==> config.mk <==
export PLATFORM = sky130hd
export DESIGN_NAME = edit_distance_engine_unit_flat
export DESIGN_NICKNAME = d
export VERILOG_FILES = /design/src/edd_pkg.sv /design/src/edd_stream_if.sv /design/src/edd_word_buf.sv /design/src/edd_cell.sv /design/src/edit_distance_engine_unit.sv /design/src/flat_wrapper.sv
export SDC_FILE = /design/constraint.sdc
export NUM_CORES = 2
export LEC_CHECK = 0
export ABC_AREA = 1
export BUFFER_PORTS_ARGS = -buffer_cell sky130_fd_sc_hd__buf_2
export CORE_MARGIN = 4
export CORE_UTILIZATION = 34
export CTS_CLUSTER_DIAMETER = 100
export DETAILED_ROUTE_END_ITERATION = 12
export SETUP_SLACK_MARGIN = 0.05
export SYNTH_ARGS = -nofsm -noshare
export SYNTH_HDL_FRONTEND = slang
export SYNTH_HIERARCHICAL = 1
export SYNTH_SLANG_ARGS = --single-unit
==> constraint.sdc <==
create_clock -name clk -period 10.1 [get_ports clk]
set_clock_uncertainty 0.15 [all_clocks]
set_input_delay 0 -clock clk [delete_from_list [all_inputs] [get_ports clk]]
set_output_delay 0 -clock clk [all_outputs]
set_load 0.02 [all_outputs]
==> src/edd_pkg.sv <==
// Shared types and constants of the edit distance engine.
package edd_pkg;

  // Default word capacity in bytes
  localparam int MaxLenDefault = 32;

  // Largest value that the distance field can carry
  localparam int DistMax = 63;

  // Request codes; code 3 is unused and ignored
  typedef enum logic [1:0] {
    REQ_FIRST   = 2'd0,
    REQ_SECOND  = 2'd1,
    REQ_COMPUTE = 2'd2
  } req_code_t;

  // Control sequencer states
  typedef enum logic [1:0] {
    ST_IDLE,
    ST_FEED,
    ST_DRAIN,
    ST_OUT
  } state_t;

  // Request item
  typedef struct packed {
    logic [1:0] req_type;
    logic [7:0] symbol;
  } req_item_t;

  // Result item
  typedef struct packed {
    logic [5:0] distance;
    logic       overflow;
  } rsp_item_t;

endpackage

==> src/edd_stream_if.sv <==
// Valid/ready stream channel carrying one item per handshake.
interface edd_stream_if #(
  parameter type item_t = logic
);
  logic  valid;
  logic  ready;
  item_t payload;

  modport source (output valid, output payload, input ready);
  modport sink (input valid, input payload, output ready);
endinterface

==> src/edd_word_buf.sv <==
// Byte buffer holding the first word, one write and one registered read port.
module edd_word_buf #(
  parameter int DEPTH = 32,
  parameter int AW    = 5
) (
  input  logic          clk,
  input  logic          wr_en,
  input  logic [AW-1:0] wr_addr,
  input  logic [7:0]    wr_data,
  input  logic          rd_en,
  input  logic [AW-1:0] rd_addr,
  output logic [7:0]    rd_data
);

  logic [7:0] mem [DEPTH];

  // Write port
  always_ff @(posedge clk) begin
    if (wr_en) begin
      mem[wr_addr] <= wr_data;
    end
  end

  // Registered read port
  always_ff @(posedge clk) begin
    if (rd_en) begin
      rd_data <= mem[rd_addr];
    end
  end

endmodule

==> src/edd_cell.sv <==
// One column cell of the systolic edit distance row.
module edd_cell #(
  parameter int CW  = 6,
  parameter int COL = 1
) (
  input  logic          clk,
  input  logic          rst,
  input  logic          init,
  input  logic          load,
  input  logic [7:0]    load_sym,
  input  logic          in_valid,
  input  logic [7:0]    in_sym,
  input  logic [CW-1:0] in_left,
  input  logic [CW-1:0] in_diag,
  output logic          out_valid,
  output logic [7:0]    out_sym,
  output logic [CW-1:0] out_left,
  output logic [CW-1:0] out_diag
);

  logic [7:0]    col_sym;
  logic [CW-1:0] up;
  logic [CW:0]   cand_left;
  logic [CW:0]   cand_up;
  logic [CW:0]   cand_diag;
  logic [CW:0]   cand_min;

  // Cost of this column for the row now passing: min of the three edits
  always_comb begin
    cand_left = (CW+1)'(in_left) + (CW+1)'(1);
    cand_up   = (CW+1)'(up) + (CW+1)'(1);
    cand_diag = (CW+1)'(in_diag) + (CW+1)'(in_sym != col_sym);
    cand_min  = (cand_left < cand_up) ? cand_left : cand_up;
    if (cand_diag < cand_min) begin
      cand_min = cand_diag;
    end
  end

  // Row token moves one cell per cycle
  always_ff @(posedge clk) begin
    if (rst) begin
      out_valid <= 1'b0;
    end else begin
      out_valid <= in_valid;
    end
  end

  // Column byte, running cost and forwarded data
  always_ff @(posedge clk) begin
    if (load) begin
      col_sym <= load_sym;
    end
    if (init) begin
      up <= CW'(COL);
    end else if (in_valid) begin
      up <= cand_min[CW-1:0];
    end
    if (in_valid) begin
      out_sym  <= in_sym;
      out_diag <= up;
    end
  end

  // New cost of this cell is the left neighbor cost of the next one
  assign out_left = up;

endmodule

==> src/edit_distance_engine_unit.sv <==
// Edit distance engine top level: request handling, sequencer and cell row.
//
// Computes the Levenshtein distance between two byte words of up to MAX_LEN bytes.
// Append items (first or second word) are taken one per cycle while the engine is
// idle. Bytes of the second word are loaded straight into a row of MAX_LEN cells, one
// per column; bytes of the first word go into a small buffer. A compute item starts
// a pass in which the first word's bytes enter the cell row one per cycle and ripple
// down it, each cell updating its column cost as a row of the cost matrix goes by.
// After a compute item is accepted, the result waits on the feed of the first word
// and the drain through the full cell row; it is held back further while an earlier
// result still waits on the output. No request is accepted until the result is
// loaded. Overflow reports bytes dropped since the last compute; the distance
// saturates at 63.
module edit_distance_engine_unit
  import edd_pkg::*;
#(
  parameter int MAX_LEN = MaxLenDefault
) (
  input logic         clk,
  input logic         rst,
  edd_stream_if.sink   req,
  edd_stream_if.source rsp
);

  localparam int LW = $clog2(MAX_LEN + 1);
  localparam int AW = (MAX_LEN > 1) ? $clog2(MAX_LEN) : 1;
  localparam int CW = LW;
  localparam int WW = (CW > 6) ? CW : 6;

  state_t        state;
  state_t        state_next;
  logic [LW-1:0] first_length;
  logic [LW-1:0] second_length;
  logic          truncated_flag;
  logic [LW-1:0] la_r;
  logic [LW-1:0] lb_r;
  logic          trunc_r;
  logic [LW-1:0] rd_idx;
  logic [LW-1:0] drain_cnt;
  logic          feed_valid;
  logic [LW-1:0] feed_row;
  logic [7:0]    feed_sym;
  logic          rsp_valid;
  logic [5:0]    rsp_distance;
  logic          rsp_overflow;

  logic          in_fire;
  logic          is_first;
  logic          is_second;
  logic          is_compute;
  logic          first_full;
  logic          second_full;
  logic          rd_en;
  logic          load_result;
  logic          cell_init;

  logic          link_valid [MAX_LEN+1];
  logic [7:0]    link_sym   [MAX_LEN+1];
  logic [CW-1:0] link_left  [MAX_LEN+1];
  logic [CW-1:0] link_diag  [MAX_LEN+1];
  logic [CW-1:0] cell_cost  [MAX_LEN];

  logic [LW-1:0] lb_m1;
  logic [CW-1:0] dist_full;
  logic [WW-1:0] dist_wide;
  logic [5:0]    dist_sat;

  // Request decode
  assign in_fire     = req.valid && req.ready;
  assign is_first    = req.payload.req_type == REQ_FIRST;
  assign is_second   = req.payload.req_type == REQ_SECOND;
  assign is_compute  = req.payload.req_type == REQ_COMPUTE;
  assign first_full  = first_length == LW'(MAX_LEN);
  assign second_full = second_length == LW'(MAX_LEN);
  assign cell_init   = in_fire && is_compute;

  // Sequencer next state
  always_comb begin
    state_next = state;
    unique case (state)
      ST_IDLE: begin
        if (in_fire && is_compute) begin
          state_next = ST_FEED;
        end
      end
      ST_FEED: begin
        if (rd_idx == la_r) begin
          state_next = ST_DRAIN;
        end
      end
      ST_DRAIN: begin
        if (drain_cnt == LW'(MAX_LEN)) begin
          state_next = ST_OUT;
        end
      end
      ST_OUT: begin
        if (!rsp_valid || rsp.ready) begin
          state_next = ST_IDLE;
        end
      end
    endcase
  end

  // Sequencer outputs
  always_comb begin
    req.ready   = state == ST_IDLE;
    rd_en       = (state == ST_FEED) && (rd_idx != la_r);
    load_result = (state == ST_OUT) && (!rsp_valid || rsp.ready);
  end

  // Control registers
  always_ff @(posedge clk) begin
    if (rst) begin
      state          <= ST_IDLE;
      first_length   <= '0;
      second_length  <= '0;
      truncated_flag <= 1'b0;
      rd_idx         <= '0;
      drain_cnt      <= '0;
      feed_valid     <= 1'b0;
      rsp_valid      <= 1'b0;
    end else begin
      state      <= state_next;
      feed_valid <= rd_en;
      if (state == ST_DRAIN) begin
        drain_cnt <= drain_cnt + LW'(1);
      end else begin
        drain_cnt <= '0;
      end
      if (cell_init) begin
        rd_idx <= '0;
      end else if (rd_en) begin
        rd_idx <= rd_idx + LW'(1);
      end
      if (in_fire) begin
        if (is_first) begin
          if (first_full) begin
            truncated_flag <= 1'b1;
          end else begin
            first_length <= first_length + LW'(1);
          end
        end else if (is_second) begin
          if (second_full) begin
            truncated_flag <= 1'b1;
          end else begin
            second_length <= second_length + LW'(1);
          end
        end else if (is_compute) begin
          first_length   <= '0;
          second_length  <= '0;
          truncated_flag <= 1'b0;
        end
      end
      if (load_result) begin
        rsp_valid <= 1'b1;
      end else if (rsp.ready) begin
        rsp_valid <= 1'b0;
      end
    end
  end

  // Snapshot of the word lengths at compute, row number, result
  always_ff @(posedge clk) begin
    if (cell_init) begin
      la_r    <= first_length;
      lb_r    <= second_length;
      trunc_r <= truncated_flag;
    end
    if (rd_en) begin
      feed_row <= rd_idx + LW'(1);
    end
    if (load_result) begin
      rsp_distance <= dist_sat;
      rsp_overflow <= trunc_r;
    end
  end

  // First word storage
  edd_word_buf #(
    .DEPTH (MAX_LEN),
    .AW    (AW)
  ) u_first_buf (
    .clk     (clk),
    .wr_en   (in_fire && is_first && !first_full),
    .wr_addr (first_length[AW-1:0]),
    .wr_data (req.payload.symbol),
    .rd_en   (rd_en),
    .rd_addr (rd_idx[AW-1:0]),
    .rd_data (feed_sym)
  );

  // Head of the row: row number i enters with left cost i and diagonal i-1
  assign link_valid[0] = feed_valid;
  assign link_sym[0]   = feed_sym;
  assign link_left[0]  = feed_row;
  assign link_diag[0]  = feed_row - LW'(1);

  // Cell row, one cell per column of the second word
  for (genvar k = 0; k < MAX_LEN; k++) begin : g_cell
    edd_cell #(
      .CW  (CW),
      .COL (k + 1)
    ) u_cell (
      .clk       (clk),
      .rst       (rst),
      .init      (cell_init),
      .load      (in_fire && is_second && (second_length == LW'(k))),
      .load_sym  (req.payload.symbol),
      .in_valid  (link_valid[k]),
      .in_sym    (link_sym[k]),
      .in_left   (link_left[k]),
      .in_diag   (link_diag[k]),
      .out_valid (link_valid[k+1]),
      .out_sym   (link_sym[k+1]),
      .out_left  (link_left[k+1]),
      .out_diag  (link_diag[k+1])
    );
    assign cell_cost[k] = link_left[k+1];
  end

  // Pick the cost at the last column of the second word, then saturate
  always_comb begin
    lb_m1     = lb_r - LW'(1);
    dist_full = (lb_r == '0) ? la_r : cell_cost[lb_m1[AW-1:0]];
    dist_wide = WW'(dist_full);
    dist_sat  = (dist_wide > WW'(DistMax)) ? 6'(DistMax) : dist_wide[5:0];
  end

  assign rsp.valid            = rsp_valid;
  assign rsp.payload.distance = rsp_distance;
  assign rsp.payload.overflow = rsp_overflow;

`ifndef SYNTH
  // A compute item starts the feed pass
  a_compute_starts_feed: assert property (@(posedge clk) disable iff (rst)
    (req.valid && req.ready && req.payload.req_type == REQ_COMPUTE) |=> state == ST_FEED)
    else $error("compute item did not start the feed pass");

  // Row tokens enter the cell row only out of the feed pass
  a_feed_from_feed_state: assert property (@(posedge clk) disable iff (rst)
    feed_valid |-> $past(state) == ST_FEED)
    else $error("row token entered outside the feed pass");

  // The read pointer never passes the captured first word length
  a_rd_idx_bound: assert property (@(posedge clk) disable iff (rst)
    state == ST_FEED |-> rd_idx <= la_r)
    else $error("feed read pointer passed the first word length");

  // A result is loaded only while the output slot is free or being emptied
  a_no_result_overwrite: assert property (@(posedge clk) disable iff (rst)
    (rsp.valid && !rsp.ready) |-> !load_result)
    else $error("result loaded over a pending result");
`endif

endmodule

==> src/flat_wrapper.sv <==
// flat-port wrapper written by rule: the top's interface ports become plain ports
module edit_distance_engine_unit_flat import edd_pkg::*;
#(
  parameter int MAX_LEN = MaxLenDefault
)
  (clk, rst, req_valid, req_payload, req_ready, rsp_valid, rsp_payload, rsp_ready);
  edd_stream_if #(.item_t(req_item_t)) req_i ();
  edd_stream_if #(.item_t(rsp_item_t)) rsp_i ();
  input logic clk;
  input logic rst;
  input wire logic [$bits(req_i.valid)-1:0] req_valid;
  input wire logic [$bits(req_i.payload)-1:0] req_payload;
  output wire logic [$bits(req_i.ready)-1:0] req_ready;
  output wire logic [$bits(rsp_i.valid)-1:0] rsp_valid;
  output wire logic [$bits(rsp_i.payload)-1:0] rsp_payload;
  input wire logic [$bits(rsp_i.ready)-1:0] rsp_ready;
  assign req_i.valid = req_valid;
  assign req_i.payload = req_payload;
  assign req_ready = req_i.ready;
  assign rsp_valid = rsp_i.valid;
  assign rsp_payload = rsp_i.payload;
  assign rsp_i.ready = rsp_ready;
  edit_distance_engine_unit #(.MAX_LEN(MAX_LEN)) u_core (.clk(clk), .rst(rst), .req(req_i), .rsp(rsp_i));
endmodule
Yosys cells after proc, flatten, opt, wreduce, memory -nomap -nowiden
Memory sizes are Yosys's and may differ from the RTL's. A register that Yosys moved wholly into a read port is not among the register bits.
Index checks and enable logic that the tools add are counted.
W data, S select, Z words.
Storage, ports and cells
  word-level logic and storage cells: 538
  bits in writable memories: 256
  bits in registers: 968
  input port bits: 14
  memories: 1
  output and inout port bits: 9
Memory list
  u_core.u_first_buf.mem: words 32, bits a word 8, read ports 1, clocked after memory_dff 1, wr ports 1, line edd_word_buf.sv:15  | logic [7:0] mem [DEPTH];
Cells by class
  multiplexer cells: 88
  magnitude comparators: 66
  eq/ne operators: 82
  reductions and logical operators: 56
  bitwise gates (word level): 3
  $add $sub $neg: 71
Operators with widths (number)
  $lt A7 B7 Y1: 64
  $ne A8 B8 Y1: 32
  $mux W6: 41
  $add A6 B1 Y7 const B: 33
  $add A6 B1 Y7: 32
  $mux W7: 32
  $eq A6 B5 Y1 const B: 16
  $eq A6 B4 Y1 const B: 8
  $logic_and A1 B1 Y1: 39
  $bmux W6 S5: 1
  $add A6 B1 Y6 const B: 4
  $eq A6 B3 Y1 const B: 4
  $eq A6 B6 Y1 const B: 3
  $reduce_and A4 Y1: 4
  $eq A6 B2 Y1 const B: 2
  $logic_not A6 Y1: 2
  $mux W1: 9
  $mux W2: 4
  $ne A2 B1 Y1 const B: 4
  $ne A2 B2 Y1 const B: 4
  $pmux W2 S4: 1
  $eq A2 B2 Y1 const B: 3
  $eq A6 B1 Y1 const B: 1
  $eq A6 B6 Y1: 1
  15 further kinds: 22

Longest topological paths before layout
  depth after elaboration: 7
  mapped depth: 23

Hierarchy
The synthesis kept the hierarchy.
Modules (own cells, without submodules)
  edd_word_buf: times used 1, cells each 922, area each 10866.7 um^2
  edd_cell at u_core.g_cell[12].u_cell ...: times used 6, cells each 172, area each 1671.6 um^2
  edd_cell at u_core.g_cell[13].u_cell ...: times used 4, cells each 171, area each 1667.8 um^2
  edd_cell at u_core.g_cell[15].u_cell ...: times used 3, cells each 175, area each 1694.1 um^2
  edd_cell at u_core.g_cell[1].u_cell ...: times used 3, cells each 174, area each 1690.4 um^2
  edd_cell at u_core.g_cell[11].u_cell ...: times used 3, cells each 173, area each 1686.6 um^2
  edit_distance_engine_unit: times used 1, cells each 805, area each 4885.9 um^2
  edd_cell at u_core.g_cell[8].u_cell: times used 1, cells each 174, area each 1719.1 um^2
  edd_cell at u_core.g_cell[2].u_cell: times used 1, cells each 173, area each 1715.4 um^2
  edd_cell at u_core.g_cell[30].u_cell: times used 1, cells each 171, area each 1710.4 um^2
  edd_cell at u_core.g_cell[0].u_cell: times used 1, cells each 175, area each 1705.4 um^2
  edd_cell at u_core.g_cell[9].u_cell: times used 1, cells each 173, area each 1702.9 um^2
  edd_cell at u_core.g_cell[16].u_cell: times used 1, cells each 174, area each 1700.4 um^2
  edd_cell at u_core.g_cell[4].u_cell: times used 1, cells each 173, area each 1696.6 um^2
  6 more rows

Worst setup path before layout
Ideal clock, no wire load.
  path type: reg-to-reg
  start: reg u_core.state[0]
  end: reg u_core.la_r[0] (enable)
  cell stages (with the launch flop): 5
  arrival time: 7.247 ns
  path slack: 2.035 ns
  setup time: 0.668 ns
  clock period less this slack: 8.065 ns
  cell sequence: dfxtp_1 inv_1 ha_1 nand2_1 nor2_1
On the way
  cells in the longest elaborated chain, start to end: 3
RTL lines
  start: declaration: line edit_distance_engine_unit.sv:30  | state_t state;
  start signal: assignment: line edit_distance_engine_unit.sv:123  | state <= state_next;
  $logic_not A2 Y1: line edit_distance_engine_unit.sv:106  | req.ready = state == ST_IDLE;
  net req_ready: line flat_wrapper.sv:13  | output wire logic [$bits(req_i.ready)-1:0] req_ready;
  $logic_and A1 B1 Y1: line edit_distance_engine_unit.sv:69  | assign in_fire = req.valid && req.ready;
  $logic_and A1 B1 Y1: line edit_distance_engine_unit.sv:75  | assign cell_init = in_fire && is_compute;
  net u_core.cell_init: line edit_distance_engine_unit.sv:55  | logic cell_init;
  end signal: assignment: line edit_distance_engine_unit.sv:165  | la_r <= first_length;
  end: declaration: line edit_distance_engine_unit.sv:35  | logic [LW-1:0] la_r;
The timed path passes the listed nets, and every way through them passes these cells.
A chain may end at the register's enable or synchronous reset.

Final worst setup path
  start: reg u_core.g_cell[0].u_cell.up[0]
  end: reg u_core.g_cell[0].u_cell.up[5]
On the way
  cells in the longest elaborated chain, start to end: 5
RTL lines
  start: declaration: line edd_cell.sv:22  | logic [CW-1:0] up;
  start signal: assignment: line edd_cell.sv:54  | up <= CW'(COL);
  start signal: assignment: line edd_cell.sv:56  | up <= cand_min[CW-1:0];
  $add A6 B1 Y7 (*): line edd_cell.sv:31  | cand_up = (CW+1)'(up) + (CW+1)'(1);
  $lt A7 B7 Y1: line edd_cell.sv:33  | cand_min = (cand_left < cand_up) ? cand_left : cand_up;
  $mux W7 (*): line edd_cell.sv:33
  $lt A7 B7 Y1: line edd_cell.sv:34  | if (cand_diag < cand_min) begin
  $mux W6 (*): line edd_cell.sv:34
Every way passes the cells marked *; elsewhere a longest branch is shown, timed or not.

==> impl_results.md <==
* Status: finished, final reports clean
* Drt first pass iters at 5
* Initial DRC count at 3913
* Final Instance Area at around 77000 µm²
* Max-cap violation count at 0
* Initial antenna violation count at 5
* Final period util at a little over two fifths
* Setup crit end: u_core/g_cell[0].u_cell/out_left[5]
* Critical path endpoint category: flip-flop
* # setup viols final at 0
* RePlAce Congestion at 0.8679
* Setup TNS at 0 ns
* Minimum clock period after layout at 4.308 ns
* Buffers on Ports at 22
* H-tree depth reported by CTS at 4
* Hold Fails Final Rpt at 0
* Static Leak at between 20 and 30 nW
* Die width at around 460 µm
* Commonest non-fill, non-tap cell in the layout: nand2_1
* Cells after Synth at a little over 7000
* Worst EP required at around 11 ns
* Metal3 WL at 8497 µm
* WS Path Type: reg -> reg
* # rows at between 150 and 200
* Worst VDD drop at between 300 and 400 µV
* Most frequent cells in the layout: nand2_1, edfxtp_1, nand3_1
* Final Instance Count excl. Fillers at roughly 10000
* Initial Util at between 30% and 40%
* Dpl cells at 9818
* Placement Cell Area at a little over 70000 µm²
* Cell Area, Synth at ~69000 µm²
* Worst path arrival time at between 4 and 5 ns
* Hold path cells at 5
* WL/cell at ~17 µm
* Highest metal used: met4
* RSZ-0062 raised after global routing: no
* Least-Margin Pin Slew at between 1 and 1.5 ns
* Syn. warnings at 6
* DRC viols at 0
* Worst r2r path cells at 18
* Skew-Pair Late Insertion Delay at between 0.7 and 0.8 ns
* Final Core Density at between 30% and 40%
* HP Class: in -> reg
* Vias post-DR at 50561
* Area Overhead vs Synth at 10.91%
* Pwr/cell area at approximately 210 nW/µm²
* Vias in the first global route at roughly 49000
* Hpwl dp at around 120000 µm
* Crit path launch: u_core/g_cell[0].u_cell/out_left[0]
* Reg-to-reg critical path endpoint: u_core/g_cell[0].u_cell/out_left[5]
* Root Buffer: clkbuf_16
* Drt total wl at 167800 µm
* Metal1 wirelength at 76630 µm
* Startpoint type of the worst setup path: flip-flop
* TritonCTS buffer count at about 140
* Worst-path clk slew at 0.06 ns
* RR Startpoint: u_core/g_cell[0].u_cell/out_left[0]
* Layout Nets at between 7000 and 8000
* First-pass GRT wire length at around 260000 µm
* Antenna-violating nets left at 0
* CTS tree: done
* CTS resizes at 0
* Grt ovf at 0
* Bufs and invs on worst path at 0
* Average cell area after synthesis at approximately 9.6 µm²
* Crit path max-delay cell type: a211oi_1
* I/O Pins at 23
* Tot GR Track Use at between 10% and 20%
* Largest net degree at the start of global routing at between 90 and 100
* Achievable Freq at between 0.2 and 0.25 GHz
* Worst Path Max Fanout at 13
* Metal2 WL at 78550 µm
* Core ar. at 202300 µm²
* Power, Total at ~16 mW
* Max-slew violations at 0
* CP max stage delay at about 0.67 ns
* Syn Nets at between 7000 and 8000
* Longest Clk Path Bufs at 3
* Slew HR at roughly 14%
* Fill cells at 19758
* R2r setup slk at a little under 6 ns
* CP delay by family, top: compound AO/OA/AOI/OAI gates
* DR vias/cell at 5.011
* Critical Path Stages at 18
* Clk sinks at between 1000 and 1500
* Crit path cell chain: ha_1, xnor2_1, ha_1, a21oi_1, o21ai_0, nand2_2, nand3_2, nand2_2, nand2_2, o21ai_0, ha_1, a21oi_1, nor2_1, a211oi_1, nand2_4, nand2_1, nand3_1, a21oi_1
* Layout cells sized above 1 at roughly 8.6%
* Die area at roughly 210000 µm²
* Die Span Y at 459.2 µm
[how the worst min path moves through the flow]
stage / from / end / slack (ns)
2_1_floorplan: rst / u_core/g_cell[0].u_cell/out_valid / -0.08
3_3_place_gp: u_core/trunc_r / u_core/rsp_overflow / 0.27
3_5_place_dp: u_core/trunc_r / u_core/rsp_overflow / 0.27
4_1_cts: rsp_ready / u_core/rsp.valid / 0.10
5_1_grt: rsp_ready / u_core/rsp.valid / 0.14
6_report: rsp_ready / u_core/rsp.valid / 0.12
[per-stage QoR]
stage          hold slack, ns  worst slack [ns]
2_1_floorplan        -0.07762             2.035
3_3_place_gp           0.2727             5.943
3_5_place_dp           0.2697             5.872
4_1_cts                0.1040             5.847
5_1_grt                0.1391             5.360
6_report               0.1153             5.792
[registers in the layout, summed over array words and instances (netlist names), 6 cells and up]
| register | cells |
|---|---|
| u_core/feed_row | 6 |
| u_core/g_cell.u_cell/col_sym | 256 |
| u_core/g_cell.u_cell/out_left | 192 |
| u_core/u_first_buf/rd_data | 8 |
| u_core/rd_idx | 6 |
| u_core/u_first_buf/mem | 256 |
| u_core/rsp_distance | 6 |
| u_core/g_cell.u_cell/out_valid | 31 |
| u_core/g_cell.u_cell/out_diag | 186 |
| u_core/lb_r | 6 |
| u_core/second_length | 6 |
| u_core/g_cell.u_cell/out_sym | 248 |
| u_core/drain_cnt | 6 |
| u_core/first_length | 6 |
| u_core/la_r | 6 |
[cell type report]
type,count,area (µm²),area share [%]
Multi-Input combinational cell,5290,31700,41.30
Clock inverter,73,905.9,1.180
Timing Repair Buffer,61,473.0,0.6161
Clock buffer,176,3656,4.763
Sequential cell,1232,34480,44.92
Inverter,583,2192,2.856
Antenna cell,4,10.01,0.01304
Tap cell,2672,3343,4.355
[routing by layer]
layer | GRT usage, % | up-vias
li1 | - | 25044
met1 | 21.18 | 24123
met2 | 25.83 | 1183
met3 | 2.167 | 211
met4 | 4.688 | 0
met5 | 0 | -
[worst reg2reg max path, stage by stage (launching register included)]
cell and delay, ns:
dfxtp_1 0.60, ha_1 0.29, xnor2_1 0.17, ha_1 0.29, a21oi_1 0.14, o21ai_0 0.12, nand2_2 0.08, nand3_2 0.07
nand2_2 0.07, nand2_2 0.14, o21ai_0 0.44, ha_1 0.34, a21oi_1 0.16, nor2_1 0.06, a211oi_1 0.67, nand2_4 0.14
nand2_1 0.10, nand3_1 0.07, a21oi_1 0.14
[what timing repair did]
action,CTS,global route
hold buffers,20,0
setup buffers,0,0
setup endpoints to repair,0,0
hold endpoints to repair,554,0
[report_power, final]
group	switching, mW	internal (mW)	leakage [nW]
registers	0.308	5.62	10.9
clock network	2.09	2.97	2.20
logic	3.45	1.79	16.8
total	5.85	10.4	29.9
(Power assumes the default switching activity.)
